==> src/sv/utf8dct_pkg.sv <==
// ----------------------------------------------------------------------------
// utf8dct_pkg
// Types and constants for the UTF-8 decoder with cell column tracking.
// ----------------------------------------------------------------------------
package utf8dct_pkg;

  // Width of the internal column counter. The column saturates at its maximum.
  localparam int COLUMN_BITS = 8;
  localparam int CP_BITS     = 21;

  localparam logic [COLUMN_BITS-1:0] COL_MAX = {COLUMN_BITS{1'b1}};

  localparam logic [7:0] LEAD2_MASK = 8'b0001_1111;
  localparam logic [7:0] LEAD3_MASK = 8'b0000_1111;
  localparam logic [7:0] LEAD4_MASK = 8'b0000_0111;
  localparam logic [7:0] CONT_MASK  = 8'b0011_1111;
  localparam logic [7:0] ASCII_MAX  = 8'h7f;

  localparam logic STATUS_OK       = 1'b0;
  localparam logic STATUS_BAD_LEAD = 1'b1;

  typedef struct packed {
    logic [7:0] text_byte;
    logic       string_start;
  } in_word_t;

  typedef struct packed {
    logic [CP_BITS-1:0] code_point;
    logic [7:0]         cell_column;
    logic               wide_char;
    logic               decode_status;
  } out_word_t;

  typedef struct packed {
    logic [1:0]             bytes_remaining;
    logic [CP_BITS-1:0]     code_accumulator;
    logic [COLUMN_BITS-1:0] column_count;
  } dec_state_t;

endpackage

==> src/sv/utf8dct_decode.sv <==
// ----------------------------------------------------------------------------
// utf8dct_decode
// Decode step for one byte: next decoder state and the optional result word.
// ----------------------------------------------------------------------------
module utf8dct_decode (
  input  utf8dct_pkg::dec_state_t state,
  input  utf8dct_pkg::in_word_t   in_word,
  output utf8dct_pkg::dec_state_t state_next,
  output logic                    res_valid,
  output utf8dct_pkg::out_word_t  res_word
);
  import utf8dct_pkg::*;

  logic [1:0]             rem_cur;
  logic [CP_BITS-1:0]     acc_cur;
  logic [COLUMN_BITS-1:0] col_cur;
  logic [CP_BITS-1:0]     acc_shift;
  logic [1:0]             rem_dec;
  logic [7:0]             b;
  logic                   emit_ok;
  logic [CP_BITS-1:0]     emit_cp;
  logic                   wide;
  logic [COLUMN_BITS:0]   col_sum;
  logic [COLUMN_BITS+7:0] col_ext;

  always_comb begin
    b       = in_word.text_byte;
    rem_cur = in_word.string_start ? 2'd0 : state.bytes_remaining;
    acc_cur = in_word.string_start ? '0 : state.code_accumulator;
    col_cur = in_word.string_start ? '0 : state.column_count;

    acc_shift = {acc_cur[CP_BITS-7:0], b[5:0] & CONT_MASK[5:0]};
    rem_dec   = rem_cur - 2'd1;

    state_next                  = state;
    state_next.bytes_remaining  = rem_cur;
    state_next.code_accumulator = acc_cur;
    state_next.column_count     = col_cur;
    res_valid = 1'b0;
    emit_ok   = 1'b0;
    emit_cp   = '0;

    if (rem_cur != 2'd0) begin
      // Any byte inside a sequence counts as a continuation byte.
      state_next.bytes_remaining = rem_dec;
      if (rem_dec == 2'd0) begin
        state_next.code_accumulator = '0;
        res_valid = 1'b1;
        emit_ok   = 1'b1;
        emit_cp   = acc_shift;
      end else begin
        state_next.code_accumulator = acc_shift;
      end
    end else begin
      case (b) inside
        [8'h00:8'h7f]: begin
          res_valid = 1'b1;
          emit_ok   = 1'b1;
          emit_cp   = {{(CP_BITS-8){1'b0}}, b};
        end
        [8'hc0:8'hdf]: begin
          state_next.code_accumulator = {{(CP_BITS-8){1'b0}}, b & LEAD2_MASK};
          state_next.bytes_remaining  = 2'd1;
        end
        [8'he0:8'hef]: begin
          state_next.code_accumulator = {{(CP_BITS-8){1'b0}}, b & LEAD3_MASK};
          state_next.bytes_remaining  = 2'd2;
        end
        [8'hf0:8'hf7]: begin
          state_next.code_accumulator = {{(CP_BITS-8){1'b0}}, b & LEAD4_MASK};
          state_next.bytes_remaining  = 2'd3;
        end
        default: begin
          // Stray continuation byte or invalid lead: error word, no advance.
          state_next.code_accumulator = '0;
          res_valid = 1'b1;
        end
      endcase
    end

    wide    = emit_ok && (emit_cp > {{(CP_BITS-8){1'b0}}, ASCII_MAX});
    col_sum = {1'b0, col_cur} + (wide ? (COLUMN_BITS+1)'(2) : (COLUMN_BITS+1)'(1));
    if (emit_ok) begin
      state_next.column_count = (col_sum > {1'b0, COL_MAX}) ? COL_MAX
                                                             : col_sum[COLUMN_BITS-1:0];
    end

    col_ext                = {8'b0, col_cur};
    res_word.code_point    = emit_cp;
    res_word.cell_column   = col_ext[7:0];
    res_word.wide_char     = wide;
    res_word.decode_status = emit_ok ? STATUS_OK : STATUS_BAD_LEAD;
  end

endmodule

==> src/sv/utf8_decode_column_track_core.sv <==
// ----------------------------------------------------------------------------
// utf8_decode_column_track_core
// UTF-8 byte stream decoder that reports each character's cell column.
//
//   channel  direction  handshake            word
//   in       input      in_valid / in_ready  in_data  (text_byte, string_start)
//   out      output     out_valid/ out_ready out_data (code_point, cell_column,
//                                                      wide_char, decode_status)
//
// One byte is accepted per cycle while the output register is not stalled. An
// accepted byte is held in the input register, is decoded against the state
// registers and its result lands in the output register when that register
// has room.
// Synchronous reset clears the valid flags and the decoder state.
// A stalled output register holds the input stage, which then drops in_ready.
// ----------------------------------------------------------------------------
module utf8_decode_column_track_core (
  input  logic                   clk,
  input  logic                   rst,
  input  logic                   in_valid,
  output logic                   in_ready,
  input  utf8dct_pkg::in_word_t  in_data,
  output logic                   out_valid,
  input  logic                   out_ready,
  output utf8dct_pkg::out_word_t out_data
);
  import utf8dct_pkg::*;

  logic       in_full;
  in_word_t   in_reg;
  dec_state_t state;
  dec_state_t state_next;
  logic       res_valid;
  out_word_t  res_word;
  logic       advance;

  // The input stage moves on only when the output register has room.
  assign advance  = in_full && (!out_valid || out_ready);
  assign in_ready = !in_full || advance;

  utf8dct_decode u_decode (
    .state      (state),
    .in_word    (in_reg),
    .state_next (state_next),
    .res_valid  (res_valid),
    .res_word   (res_word)
  );

  always_ff @(posedge clk) begin
    if (rst) begin
      in_full   <= 1'b0;
      out_valid <= 1'b0;
      state     <= '0;
    end else begin
      if (in_ready) begin
        in_full <= in_valid;
      end
      if (advance) begin
        state <= state_next;
      end
      if (advance) begin
        out_valid <= res_valid;
      end else if (out_ready) begin
        out_valid <= 1'b0;
      end
    end
  end

  always_ff @(posedge clk) begin
    if (in_valid && in_ready) begin
      in_reg <= in_data;
    end
    if (advance && res_valid) begin
      out_data <= res_word;
    end
  end

endmodule

==> config.mk <==
export PLATFORM = sky130hd
export DESIGN_NAME = utf8_decode_column_track_core
export DESIGN_NICKNAME = d
export VERILOG_FILES = /design/src/sv/utf8dct_pkg.sv /design/src/sv/utf8dct_decode.sv /design/src/sv/utf8_decode_column_track_core.sv
export SDC_FILE = /design/constraint.sdc
export NUM_CORES = 1
export LEC_CHECK = 0
export BUFFER_PORTS_ARGS = -buffer_cell sky130_fd_sc_hd__buf_2
export CAP_MARGIN = 20
export CORE_MARGIN = 8
export CORE_UTILIZATION = 55
export DETAILED_ROUTE_END_ITERATION = 10
export HOLD_SLACK_MARGIN = 0.06
export PLACE_DENSITY_LB_ADDON = 0.05
export RECOVER_POWER = 25
export SYNTH_ARGS = -nofsm -noshare
export SYNTH_HDL_FRONTEND = slang
export SYNTH_SLANG_ARGS = --single-unit
==> constraint.sdc <==
create_clock -name clk -period 6.2 [get_ports clk]
set_input_delay 0.93 -clock clk [delete_from_list [all_inputs] [get_ports clk]]
set_output_delay 0.93 -clock clk [all_outputs]
set_load 0.05 [all_outputs]
Word-level counts from Yosys, hierarchy flattened
Cells that the tools add are included.
W data, S select, Z words.
{ "classes": {"addsub": 2, "multipliers": 0, "n_div": 0, "n_lt_le_gt_ge": 10, "n_eq_ne": 0, "shifts": 0, "mux": 30, "bitwise": 0, "reduce_logical": 15} }
{ "op_table": {"columns": ["op", "n"], "rows": [
  ["$mux W21", 7],
  ["$mux W8", 4],
  ["$ge A8 B8 Y1 const B", 3],
  ["$le A8 B8 Y1 const B", 3],
  ["$mux W23", 1],
  ["$gt A21 B7 Y1 const B", 1],
  ["$mux W2", 6],
  ["$mux W1", 11],
  ["$add A8 B9 Y9", 1],
  ["$gt A9 B8 Y1 const B", 1],
  ["$ge A8 B1 Y1 const B", 1],
  ["$le A8 B7 Y1 const B", 1],
  ["$logic_and A1 B1 Y1", 8],
  ["$reduce_bool A2 Y1", 2],
  ["$mux W3", 1],
  ["$logic_not A1 Y1", 2],
  ["$logic_not A2 Y1", 1],
  ["$logic_or A1 B1 Y1", 2],
  ["$sub A2 B1 Y2 const B", 1]
]} }
{ "word_totals": {"reg_bits": 67, "latch_bits": 0, "ramBits": 0, "mem_bits_ro": 0, "inputBits": 13, "wordCells": 68, "mem_count": 0} }

Longest topological paths before layout
Gate-level depths: netlist of the first run.
{ "logic_depth": {"ltp_word": 12, "ltp_mapped": 11} }

Hierarchy
A second synthesis of the first run with hierarchy kept.
{ "unflattened": {"cells_unflattened": 313, "area_unflattened_um2": 3579.7} }
{ "modules_own_cells": {"columns": ["module", "instances", "cells_each", "area_per_inst_um2", "seq_area_each_um2"], "rows": [
  ["utf8_decode_column_track_core", 1, 187, 2716.4, 1861.8],
  ["utf8dct_decode", 1, 126, 863.3, 0.0]
]} }

Worst setup path after synthesis of the first run
No wires, ideal clock.
{ "synth_timing": {"path_kind": "register to register", "start": "register in_reg[0] (netlist name)", "end": "register, netlist name state[1]", "arrival_time_ns": 2.568, "slack_ns": 3.503, "stages_incl_launch_ff": 11, "n_path_buf": 2, "path_cell_list": "edfxtp_1 -> clkbuf_1 -> nor3b_1 -> clkbuf_1 -> nand2_1 -> ha_1 -> fa_1 -> nand4_1 -> o31ai_4 -> a211oi_1 -> nor3_1"} }
{ "synth_between": {"elab_chain_cells": 12, "word_cells_on_any_way": 17, "cone_classes": "add/sub: 2; order compare: 2; mux: 10; reduce/logical: 3"} }
{ "synth_rtl": {"columns": ["item", "line", "source"], "rows": [
  ["start: declaration", "utf8_decode_column_track_core.sv:30", "in_word_t in_reg;"],
  ["start signal: assignment", "utf8_decode_column_track_core.sv:71", "in_reg <= in_data;"],
  ["$mux W2", "utf8dct_decode.sv:28", "rem_cur = in_word.string_start ? 2'd0 : state.bytes_remaining;"],
  ["$sub A2 B1 Y2", "utf8dct_decode.sv:33", "rem_dec = rem_cur - 2'd1;"],
  ["$logic_not A2 Y1", "utf8dct_decode.sv:46", "if (rem_dec == 2'd0) begin"],
  ["$mux W21", "utf8dct_decode.sv:46", null],
  ["$mux W21", "utf8dct_decode.sv:43", "if (rem_cur != 2'd0) begin"],
  ["$gt A21 B7 Y1", "utf8dct_decode.sv:81", "wide = emit_ok && (emit_cp > {{(CP_BITS-8){1'b0}}, ASCII_MAX});"],
  ["$logic_and A1 B1 Y1", "utf8dct_decode.sv:81", null],
  ["$mux W2", "utf8dct_decode.sv:82", "col_sum = {1'b0, col_cur} + (wide ? (COLUMN_BITS+1)'(2) : (COLUMN_BITS+1)'(1));"],
  ["$add A8 B9 Y9", "utf8dct_decode.sv:82", null],
  ["$gt A9 B8 Y1", "utf8dct_decode.sv:84", "state_next.column_count = (col_sum > {1'b0, COL_MAX}) ? COL_MAX"],
  ["$mux W8", "utf8dct_decode.sv:84", null],
  ["$mux W8 *", "utf8dct_decode.sv:83", "if (emit_ok) begin"]
]} }
Mark *: on every way between the ends. The rest lies on a longest branch, timed or not. The select of a mux whose other input is x is not followed.
A chain may end at the register's enable or synchronous reset.

Worst setup path after layout of the first run
{ "layout_timing": {"start": "register in_reg[0] (netlist name)", "end": "register, netlist name state[1]"} }
{ "layout_between": {"elab_chain_cells": 12, "word_cells_on_any_way": 17, "cone_classes": "add/sub: 2; order compare: 2; mux: 10; reduce/logical: 3"} }
{ "layout_rtl": {"columns": ["item", "line"], "rows": [
  ["$mux W2", "utf8dct_decode.sv:28"],
  ["$sub A2 B1 Y2", "utf8dct_decode.sv:33"],
  ["$logic_not A2 Y1", "utf8dct_decode.sv:46"],
  ["$mux W21", "utf8dct_decode.sv:46"],
  ["$mux W21", "utf8dct_decode.sv:43"],
  ["$gt A21 B7 Y1", "utf8dct_decode.sv:81"],
  ["$logic_and A1 B1 Y1", "utf8dct_decode.sv:81"],
  ["$mux W2", "utf8dct_decode.sv:82"],
  ["$add A8 B9 Y9", "utf8dct_decode.sv:82"],
  ["$gt A9 B8 Y1", "utf8dct_decode.sv:84"],
  ["$mux W8", "utf8dct_decode.sv:84"],
  ["$mux W8 *", "utf8dct_decode.sv:83"]
]} }
Marks and branches as above.

==> summary.txt, run 1 <==
Critical path
  – FF-to-FF setup slack: 3.06 ns
  – Worst EP arrival: 3.31 ns
  – Crit Path Max Fanout: 26
  – Reg2Reg Capture Point: state[1]
  – Crit end category: flop
  – Setup CP Type: flop to flop
  – Cells on worst reg2reg path: 9
  – Startpoint types: flop
  – Worst Path Required: 6.37 ns
  – R2R Path Start: in_reg[0]

GRT
  – Vias in the first global route: 1,825
  – Pin count of the biggest net entering global routing: 28
  – Total GRT Usage: 14.9%
  – Initial antenna violation count: 0
  – First-pass GRT wire length: 8710 um
  – Gr ovfl total: 0

Finish
  – Diodes inserted: 0
  – Share of cells above drive strength 1: 22.9%
  – Finished Core Util: 65.3%
  – Final Cell Area: 3250 um2
  – Commonest non-fill, non-tap cell in the layout: buf_2
  – Most frequent cells in the layout: buf_2, edfxtp_1, dfxtp_1, nor2_1, and2_1
  – Area grow syn2layout: 17.2%
  – # nets final: 299
  – Max FFs per register: 31

Synthesis
  – Distinct cells, synth: 44
  – Ys async rst share: 0%
  – Yosys reg bits: 67
  – Synth warn: 0
  – EDFF count, synth: 40
  – Avg Synthesized Cell Area: 11.8 um2
  – Seq/Total Area, Yosys: 62.8%
  – Cells after Synth: 236
  – Mapped Area: 2770 um2
  – Syn Nets: 252
  – Main synth FF type: edfxtp_1

Clock tree
  – Worst-Skew Late Latency: 0.33 ns
  – CTS tree: yes
  – Hold_buf cts: 0
  – CTS resizes: 0
  – CTS Buf Count: 9
  – Setup Fix Bufs, Post-CTS: 0
  – Clock slew seen by the registers of the worst setup and hold paths: 0.06 ns
  – H-tree Lvls: 3
  – Clk buf depth: 2
  – Number of clock sinks: 67
  – Root Buffer: clkbuf_8

Power
  – P per Cell Area: 285 nW/um2
  – LEAKAGE: 1.23 nW
  – Worst vdd ir: 0.000217 V

Min path
  – Beginning of the worst hold path: state[0]
  – WHS Endpoint: state[0]
  – Worst hold path type: flop to flop
  – Hold Path Stages: 2

Timing
  – Final setup violation count: 0
  – Slack of the critical path: 3.06 ns
  – Worst Tran Pin Value: 1.22 ns
  – Worst slew margin: 19.0%
  – Layout Skew: 0.00763 ns
  – Setup TNS: 0 ns
  – Tcrit/Tclk final: 50.7%
  – RSZ-0062 raised after global routing: false
  – Fin. max-slew vios: 0
  – Fmax: 318 MHz
  – Min Tclk post-route: 3.14 ns
  – Fin. Hold Viols: 0

Die
  – Core Rows: 26
  – Initial core utilization: 55.7%
  – Full die area: 7570 um2
  – Core Area: 4980 um2
  – I/O pins: 46
  – Die X: 87.0 um
  – Die H: 87.0 um

Detailed routing
  – Drt drc: 0
  – Routed WL: 5340 um
  – Final routed wire length divided by cell count: 14.9 um
  – ANT nets after route: 0
  – Pre-antenna DRT Iters: 5
  – Initial DRC Count: 125
  – Vias/cell: 5.40
  – Vias: 1,933

Flow run
  – Max-cap viol count: 0

Place
  – IO buf count: 45
  – Place WS: 2.70 ns
  – Cell area after placement: 3060 um2
  – DP HPWL: 3590 um
  – GP Congestion: 0.846

Status
  – Status: finished, final reports clean
critical path: stages, from the launching register on:
cell	delay [ns]
edfxtp_1	0.70
nor3b_1	0.30
clkbuf_1	0.39
nand2_1	0.15
ha_1	0.25
fa_1	0.50
nand4_1	0.25
o31ai_4	0.11
a211oi_1	0.25
nor3_1	0.07
metal layers:
layer  up-vias  track usage (%)  share of wire [%]
met5         -                0                  0
met4         0             8.92                1.8
met2        68             21.7                 43
li1        964                -                  -
met3        10             4.91                7.8
met1       891             18.9                 47
synthesized netlist by cell type, drive strengths merged, types with 4 or more instances:
master,n,area [um2]
and2,23,144
nor2b,12,77.6
nand2b,4,32.5
dfxtp,27,541
o21ai,8,40.0
edfxtp,40,1200
clkbuf,9,33.8
nand2,10,37.5
nor2,22,82.6
nor3,7,40.0
inv,5,18.8
nand3,6,30.0
a22oi,10,75.1
a41oi,4,35.0
a21oi,13,76.3
how the worst max path moves through the flow:
stage	startpoint	to	slack, ns	cells past startpoint
floorplan	in_reg[0]	state[1]	3.50	10
global placement	in_reg[0]	state[1]	2.92	8
detailed placement	in_reg[0]	state[1]	2.70	8
CTS	in_reg[0]	state[1]	2.65	8
global route	in_reg[0]	state[2]	2.76	9
finish	in_reg[0]	state[1]	3.06	9
kinds of logic (layout without fill, tap and decap cells):
logic type                 after synthesis  in the layout  share of synthesized area (%)
AOI/OAI and AO/OA                       53             53                           14.1
buffers and inverters                   17             69                           2.44
adders and majority gates                3              3                           1.62
and+or+nand+nor                         96             96                           19.1
DFF                                     67             67                           62.8
layout make-up:
| class | count | area, um2 |
|---|---|---|
| clock inverter | 3 | 40.0 |
| multi-input combinational | 152 | 965 |
| inverter | 5 | 18.8 |
| clock buffer | 13 | 149 |
| sequential | 67 | 1740 |
| tap | 70 | 87.6 |
| timing repair buffer | 48 | 250 |
| fill | 424 | 1730 |
where the power goes:
group	leakage (nW)	switching (W)	total (W)	internal, W
sequential	0.598	0.0000108	0.000498	0.000487
clock	0.0974	0.000150	0.000346	0.000196
combinational	0.532	0.0000621	0.0000837	0.0000217
through the flow:
| stage | cells | power (W) | hold slack [ns] |
|---|---|---|---|
| 3_3_place_gp | 340 | 0.000590 | 0.443 |
| 4_1_cts | 357 | 0.000935 | 0.458 |
| 3_5_place_dp | 341 | 0.000592 | 0.450 |
| 6_report | 358 | 0.000928 | 0.461 |
| 2_1_floorplan | 236 | 0.000570 | 0.432 |
| 5_1_grt | 358 | 0.000960 | 0.505 |
Power figures use the tool's default switching activity.
==> run 2: changes to the inputs <==
- clock period: 6.2 -> 3 ns (I/O delays scaled with it)
==> run 2 against run 1 <==
Net effect:
- non-clock buffer count increased by 2
- clock-buffer cell count decreased by 1
- worst setup slack got worse by 2.6 ns
- sequential power increased by 100%
- critical endpoint unchanged
- highest routed layer unchanged
==> summary.txt, run 2 (synthesized netlist as in run 1, its figures left out) <==
Clock tree
  – CTS resizes: 0
  – CTS tree: yes
  – H-tree Lvls: 3
  – Setup Fix Bufs, Post-CTS: 0
  – Number of clock sinks: 67
  – Hold_buf cts: 0
  – Clock slew seen by the registers of the worst setup and hold paths: 0.07 ns
  – Worst-Skew Late Latency: 0.34 ns
  – Clk buf depth: 2
  – Root Buffer: clkbuf_8
  – CTS Buf Count: 9

Critical path
  – Worst Path Required: 3.18 ns
  – Cells on worst reg2reg path: 8
  – CP bufs+invs: 0
  – Crit Path Max Fanout: 9
  – Worst EP arrival: 2.70 ns
  – FF-to-FF setup slack: 0.48 ns
  – Startpoint types: flop
  – Setup CP Type: flop to flop
  – CP cell instances: nor3b_1 > nand2_1 > ha_1 > fa_1 > nand4_1 > o31ai_4 > a211oi_1 > nor3_1
  – Crit end category: flop
  – Slowest stage delay, CP: 0.50 ns
  – R2R Path Start: state[29]
  – Slowest cell on crit path: dfxtp_1
  – Reg2Reg Capture Point: state[1]
  – Critical path's top delay family: simple AND/OR/NAND/NOR gates

Power
  – Power share of the combinational group: 8.7%
  – P per Cell Area: 618 nW/um2
  – Clock power share: 40.9%
  – Worst vdd ir: 0.000333 V
  – Seq pwr share: 50.3%
  – Sw Ratio: 23.2%
  – LEAKAGE: 1.24 nW
  – Power Internal: 0.00156 W
  – Switch Pwr: 0.000473 W

Detailed routing
  – Drt drc: 0
  – Vias: 1,967
  – Final routed wire length divided by cell count: 14.9 um
  – Pre-antenna DRT Iters: 5
  – Routed WL: 5360 um
  – ANT nets after route: 0
  – Initial DRC Count: 200
  – Vias/cell: 5.46

Finish
  – # nets final: 301
  – Filler cells: 378
  – Area grow syn2layout: 18.8%
  – Finished Core Util: 66.2%
  – Share of cells above drive strength 1: 22.4%
  – Max FFs per register: 31
  – Most frequent cells in the layout: edfxtp_1, buf_2, dfxtp_1, and2_1, nor2_1
  – Diodes inserted: 0
  – Commonest non-fill, non-tap cell in the layout: edfxtp_1

Die
  – Core Area: 4980 um2
  – Die X: 87.0 um
  – Full die area: 7570 um2
  – I/O pins: 46
  – Initial core utilization: 55.7%
  – Die H: 87.0 um
  – Core Rows: 26

Min path
  – Beginning of the worst hold path: in_data[6]
  – Hold Path Stages: 1
  – Worst hold path type: input port to flop
  – WHS Endpoint: in_reg[6]

Timing
  – Min Tclk post-route: 2.52 ns
  – Final setup violation count: 0
  – Fmax: 397 MHz
  – RSZ-0062 raised after global routing: false
  – Worst Tran Pin Value: 1.24 ns
  – Worst slew margin: 17.3%
  – Fin. max-slew vios: 0
  – Setup TNS: 0 ns
  – Tcrit/Tclk final: 84.0%
  – Layout Skew: 0.00817 ns
  – Fin. Hold Viols: 0

GRT
  – Initial antenna violation count: 0
  – Total GRT Usage: 15.6%
  – Vias in the first global route: 1,861
  – Gr ovfl total: 0
  – Pin count of the biggest net entering global routing: 28
  – First-pass GRT wire length: 8920 um

Place
  – GP Congestion: 0.868
  – IO buf count: 45
  – DP HPWL: 3610 um

Flow run
  – Max-cap viol count: 0

Status
  – Status: finished, final reports clean
run 2: cell types whose count changed in the layout (fill, tap and decap cells not counted), moves of 3 or more:
cell and change:
buf_4 +4, and2_0 -3, and2_1 +3, buf_2 -6
clkbuf_1 +3
run 2: worst register-to-register path, cell delays in order (launching register included):
cell      delay (ns)
dfxtp_1         0.50
nor3b_1         0.33
nand2_1         0.12
ha_1            0.23
fa_1            0.49
nand4_1         0.25
o31ai_4         0.12
a211oi_1        0.25
nor3_1          0.07
run 2: area by class of cell:
type / instances / area (um2) / share of cell area, %
tap: 70 / 87.6 / 2.66
clock inverter: 4 / 72.6 / 2.20
multi-input combinational: 152 / 965 / 29.3
timing repair buffer: 50 / 254 / 7.71
inverter: 5 / 18.8 / 0.570
sequential: 67 / 1740 / 52.9
clock buffer: 12 / 155 / 4.71
run 2: how the worst max path moves through the flow:
stage / start / slack [ns] / endpoint / cells past startpoint
after floorplan: in_reg[0] / 0.30 / state[1] / 10
after global placement: state[29] / 0.66 / state[1] / 8
after detailed placement: state[29] / 0.56 / state[1] / 8
after CTS: state[29] / 0.53 / state[1] / 8
after global routing: state[29] / 0.24 / state[3] / 8
final: state[29] / 0.48 / state[1] / 8
run 2: per-layer routing:
metal / global-route usage, % / vias to the layer above / share of wire (%)
li1: - / 972 / -
met1: 19.9 / 912 / 48
met2: 21.5 / 72 / 42
met3: 5.85 / 11 / 7.2
met4: 10.0 / 0 / 2.2
met5: 0 / - / 0
run 2: power groups by stage:
| stage | sequential, W | combinational, W | clock [W] |
|---|---|---|---|
| floorplan | 0.00111 | 0.0000708 | 0 |
| global placement | 0.00104 | 0.000179 | 0 |
| detailed placement | 0.00104 | 0.000180 | 0 |
| CTS | 0.00102 | 0.000181 | 0.000854 |
| global route | 0.00103 | 0.000191 | 0.000902 |
| finish | 0.00102 | 0.000178 | 0.000834 |
run 2: stage by stage:
stage | cells | worst slack (ns) | hold WS, ns | power [W] | instance area [um2]
floorplan | 236 | 0.303 | 0.432 | 0.00118 | 2770
global placement | 344 | 0.659 | 0.440 | 0.00122 | 3080
detailed placement | 344 | 0.564 | 0.446 | 0.00122 | 3080
CTS | 360 | 0.534 | 0.264 | 0.00206 | 3300
global route | 360 | 0.238 | 0.252 | 0.00212 | 3290
finish | 360 | 0.479 | 0.281 | 0.00204 | 3290
